<file path="config.mk">
export PLATFORM = sky130hd
export DESIGN_NAME = sle_ctrl
export DESIGN_NICKNAME = d
export VERILOG_FILES = /design/src/rtl/assert_macros.svh /design/src/rtl/sle_pkg.sv /design/src/rtl/sle_ctrl.sv
export SDC_FILE = /design/constraint.sdc
export NUM_CORES = 1
export LEC_CHECK = 0
export ABC_AREA = 1
export CAP_MARGIN = 20
export CORE_AREA = 2 2 39 41
export CTS_CLUSTER_SIZE = 30
export DETAILED_ROUTE_END_ITERATION = 12
export DIE_AREA = 0 0 41 43
export DONT_BUFFER_PORTS = 1
export PLACE_DENSITY_LB_ADDON = 0.25
export SETUP_SLACK_MARGIN = 0.3
export SLEW_MARGIN = 10
export SYNTH_ARGS = -nofsm -noshare
export SYNTH_HDL_FRONTEND = slang
export SYNTH_SLANG_ARGS = --single-unit
</file>
<file path="constraint.sdc">
create_clock -name i_clk -period 1.1 [get_ports i_clk]
set_input_delay 0.33 -clock i_clk [delete_from_list [all_inputs] [get_ports i_clk]]
set_output_delay 0.33 -clock i_clk [all_outputs]
set_load 0.01 [all_outputs]
</file>
<file path="src/rtl/assert_macros.svh">
`ifndef ASSERT_MACROS_SVH
`define ASSERT_MACROS_SVH

// Check on every clock edge outside reset.
`define SLE_ASSERT(label, prop, msg) \
    label: assert property (@(posedge i_clk) disable iff (!i_rst_n) (prop)) \
        else $error(msg);

// Implication checked in the cycle after the condition.
`define SLE_ASSERT_NEXT(label, cond, prop, msg) \
    label: assert property (@(posedge i_clk) disable iff (!i_rst_n) \
        (cond) |=> (prop)) else $error(msg);

`endif

</file>
<file path="src/rtl/sle_pkg.sv">
`default_nettype none

package sle_pkg;

    localparam int CAPACITY  = 64;
    localparam int CNT_W     = $clog2(CAPACITY + 1);
    localparam int OUT_CNT_W = 7;
    localparam int VAL_W     = 32;
    localparam int OP_W      = 2;

    localparam logic [OP_W-1:0] OP_INSERT = 2'd0;
    localparam logic [OP_W-1:0] OP_SEARCH = 2'd1;
    localparam logic [OP_W-1:0] OP_DELETE = 2'd2;

    typedef struct packed {
        logic load;
        logic compare;
        logic apply;
    } t_dp_cmd;

endpackage

`default_nettype wire

</file>
<file path="src/rtl/sle_ctrl.sv">
`default_nettype none

module sle_ctrl
    import sle_pkg::*;
(
    input  wire logic  i_clk,
    input  wire logic  i_rst_n,
    input  wire logic  i_in_valid,
    output logic       o_in_ready,
    output logic       o_out_valid,
    input  wire logic  i_out_ready,
    output t_dp_cmd    o_cmd
);

    typedef enum logic [1:0] {
        S_IDLE,
        S_CMP,
        S_APPLY
    } t_state;

    t_state r_state;
    logic   r_out_valid;
    logic   out_free;

    assign out_free = !r_out_valid || i_out_ready;

    always_comb begin
        o_in_ready    = (r_state == S_IDLE) || ((r_state == S_APPLY) && out_free);
        o_cmd.load    = i_in_valid && o_in_ready;
        o_cmd.compare = (r_state == S_CMP);
        o_cmd.apply   = (r_state == S_APPLY) && out_free;
    end

    always_ff @(posedge i_clk) begin
        if (!i_rst_n) begin
            r_state     <= S_IDLE;
            r_out_valid <= 1'b0;
        end else begin
            if (o_cmd.apply) begin
                r_out_valid <= 1'b1;
            end else if (i_out_ready) begin
                r_out_valid <= 1'b0;
            end
            case (r_state)
                S_IDLE: begin
                    if (o_cmd.load) begin
                        r_state <= S_CMP;
                    end
                end
                S_CMP: begin
                    r_state <= S_APPLY;
                end
                S_APPLY: begin
                    if (out_free) begin
                        r_state <= o_cmd.load ? S_CMP : S_IDLE;
                    end
                end
                default: begin
                    r_state <= S_IDLE;
                end
            endcase
        end
    end

    assign o_out_valid = r_out_valid;

endmodule

`default_nettype wire

</file>
==> results_dict.tcl <==
set metrics [dict create \
    yosysTopAreaCell "dfxtp_1" \
    maxSlewViolCount 0 \
    syn-num-nets 24 \
    grt_max_degree 6 \
    status "finished, violations left" \
    max_stage_delay_ns 0.36 \
    die_h_um 43 \
    power.density_nw_per_um2 1390 \
    crit_buf_inv 1 \
    nFillCells 167 \
    rows 14 \
    final_layout_size_suffix_gt1_share_pct 70.8 \
    met1_usage_pct 4.18 \
    reg2reg_slack_ns 0.37 \
    clock_latency_ns 0.24 \
    dp_cells 36 \
    drtIter0Drc 0 \
    htreeDepth 1 \
    ys_ff_latch 3 \
    grt_util_met3_pct 8.38 \
    violations "setup timing" \
    ant_nets 0 \
    clk_path_buf_depth 2 \
    cts_tree "done" \
    synth_area_per_cell_um2 6.51 \
    required_ns 0.77 \
    cts_buffers 3 \
    crit_type "register to output pin" \
    cts_sinks 3 \
    diodes 0 \
    tns_ns -0.254 \
    finalNonFillerCells 40 \
    port_buffers 0 \
    syn_area_um2 130 \
    crit_cells 3 \
    holdBufCountCts 0 \
    min_period_over_period_pct 108 \
    crit_family "flip-flops" \
    setup-violations-final 4 \
    syn_to_final_growth_pct 95.2 \
    hpwl_um 274 \
    cp_slowest_cell "dfxtp_4" \
    seq_area_frac_synth_pct 46.2 \
    wl_um 373 \
    p_leak_uw 0.000103 \
    grtUsageMet2_pct 5.63 \
    via_count 137 \
    place.gp.congestion 0.566 \
    hold_depth 2 \
    initial_core_util_pct 9.40 \
    finalHoldViolations 0 \
    hold_slack_ns 0.207 \
    grt_pass1_wl_um 545 \
    start_kind "register" \
    antenna_found_initial 0 \
    grt-busiest-layer "met3" \
    cp_cell_sequence "nand2_4 > inv_4 > a21oi_4" \
    nNetsFinal 29 \
    worst_slack_ns -0.0866 \
    peakVddDrop_v 0.000669 \
    slew-limit-headroom_pct 91.0 \
    ioPinCount 9 \
    path_max_fanout 3 \
    track_usage_pct 5.62 \
    synth.area.top_cells "dfxtp_1, inv_1, a21oi_1" \
    post-route-min-period_ns 1.19 \
    dieWidth_um 41 \
    ys_warn_count 0 \
    grt_pass1_vias 130 \
    arrival_ns 0.86 \
    fmax_mhz 843 \
    core_area_um2 1380 \
    path_clk_slew_ns 0.04 \
    cap_violations 0 \
    synth_top_area_share_pct 46.2 \
    yosysUniqueCellTypes 6 \
    crit_path_end_kind "output pin" \
    grt_setup_unrepaired "true" \
    fin_skew_ns 0.000544 \
    hold_path_class "input pin to register" \
    reg2regPathDepth 3 \
    post_cts_buffers 0 \
    grt_overflow 0 \
    die_area_um2 1760 \
    wl_per_cell_um 9.33 \
    dr.pass1.iters 1 \
    final_cell_mix "clkbuf_4, dfxtp_4" \
    worst_pin_slew_ns 0.135 \
    drc_errors 0 \
    vias_per_cell 3.43 \
    synthCells 20 \
    root_buffer "clkbuf_4" \
]
==> worst reg2reg max path: stages, from the launching register on <==
cell     delay [ns]
dfxtp_4        0.35
inv_4          0.08
nand2_2        0.07
a21oi_1        0.15
==> cells in the mapped netlist <==
cell type	number
nand2_1	4
a21oi_1	3
inv_1	5
dfxtp_1	3
nand3_1	2
nor2_1	3
==> area by class of cell <==
cell class                      instances  area (um^2)  area share (%)
Clock buffer                            4         26.3            10.3
Sequential cell                         3         71.3            28.1
Tap cell                               16         20.0            7.88
Multi-Input combinational cell         12          105            41.4
Inverter                                5         31.3            12.3
==> stage by stage <==
| step | setup WS, ns | power (uW) | utilization, % | instance area [um^2] |
|---|---|---|---|---|
| final | -0.0866 | 353 | 18.4 | 254 |
| after detailed placement | 0.126 | 151 | 13.5 | 186 |
| after global placement | 0.130 | 151 | 13.5 | 186 |
| after CTS | -0.0929 | 358 | 17.1 | 236 |
| after floorplan | 0.167 | 146 | - | 166 |
| after global routing | -0.125 | 380 | 18.4 | 254 |
==> sequential cells by signal, summed over array words and instances, names as in the netlist <==
| register | count |
|---|---|
| r_state | 2 |
| o_out_valid | 1 |
==> power breakdown <==
part           total [uW]  internal [uW]  switching, uW
Clock                 196            136           60.2
Sequential            122            111           11.0
Combinational        35.0           13.7           21.3
Total                 353            261           92.5
==> what timing repair did <==
| action | CTS | global route |
|---|---|---|
| cloned | 0 | 0 |
| pin swaps | 1 | 1 |
| endpoints found under the setup margin | 5 | 5 |
| resized for setup | 6 | 4 |
==> final timing paths <==
kind               startpoint           to
setup / recovery  o_out_valid   o_in_ready
hold / removal        i_rst_n   r_state[1]
setup reg to reg   r_state[0]  o_out_valid
hold reg to reg   o_out_valid  o_out_valid
==> cells by family (layout without fill, tap and decap cells) <==
kind of cell / after synthesis / in the layout / synth area share (%)
simple gates: 9 / 9 / 27.9
buf+inv: 5 / 9 / 14.4
compound gates: 3 / 3 / 11.5
flops: 3 / 3 / 46.2
==> routing by layer <==
metal / wire length, um / vias to the layer above / share of wire, %
met5: 0 / - / 0
met4: 12 / 0 / 3.2
met3: 92 / 2 / 25
met2: 154 / 11 / 41
met1: 113 / 56 / 30
li1: - / 68 / -
Power figures use the tool's default switching activity.
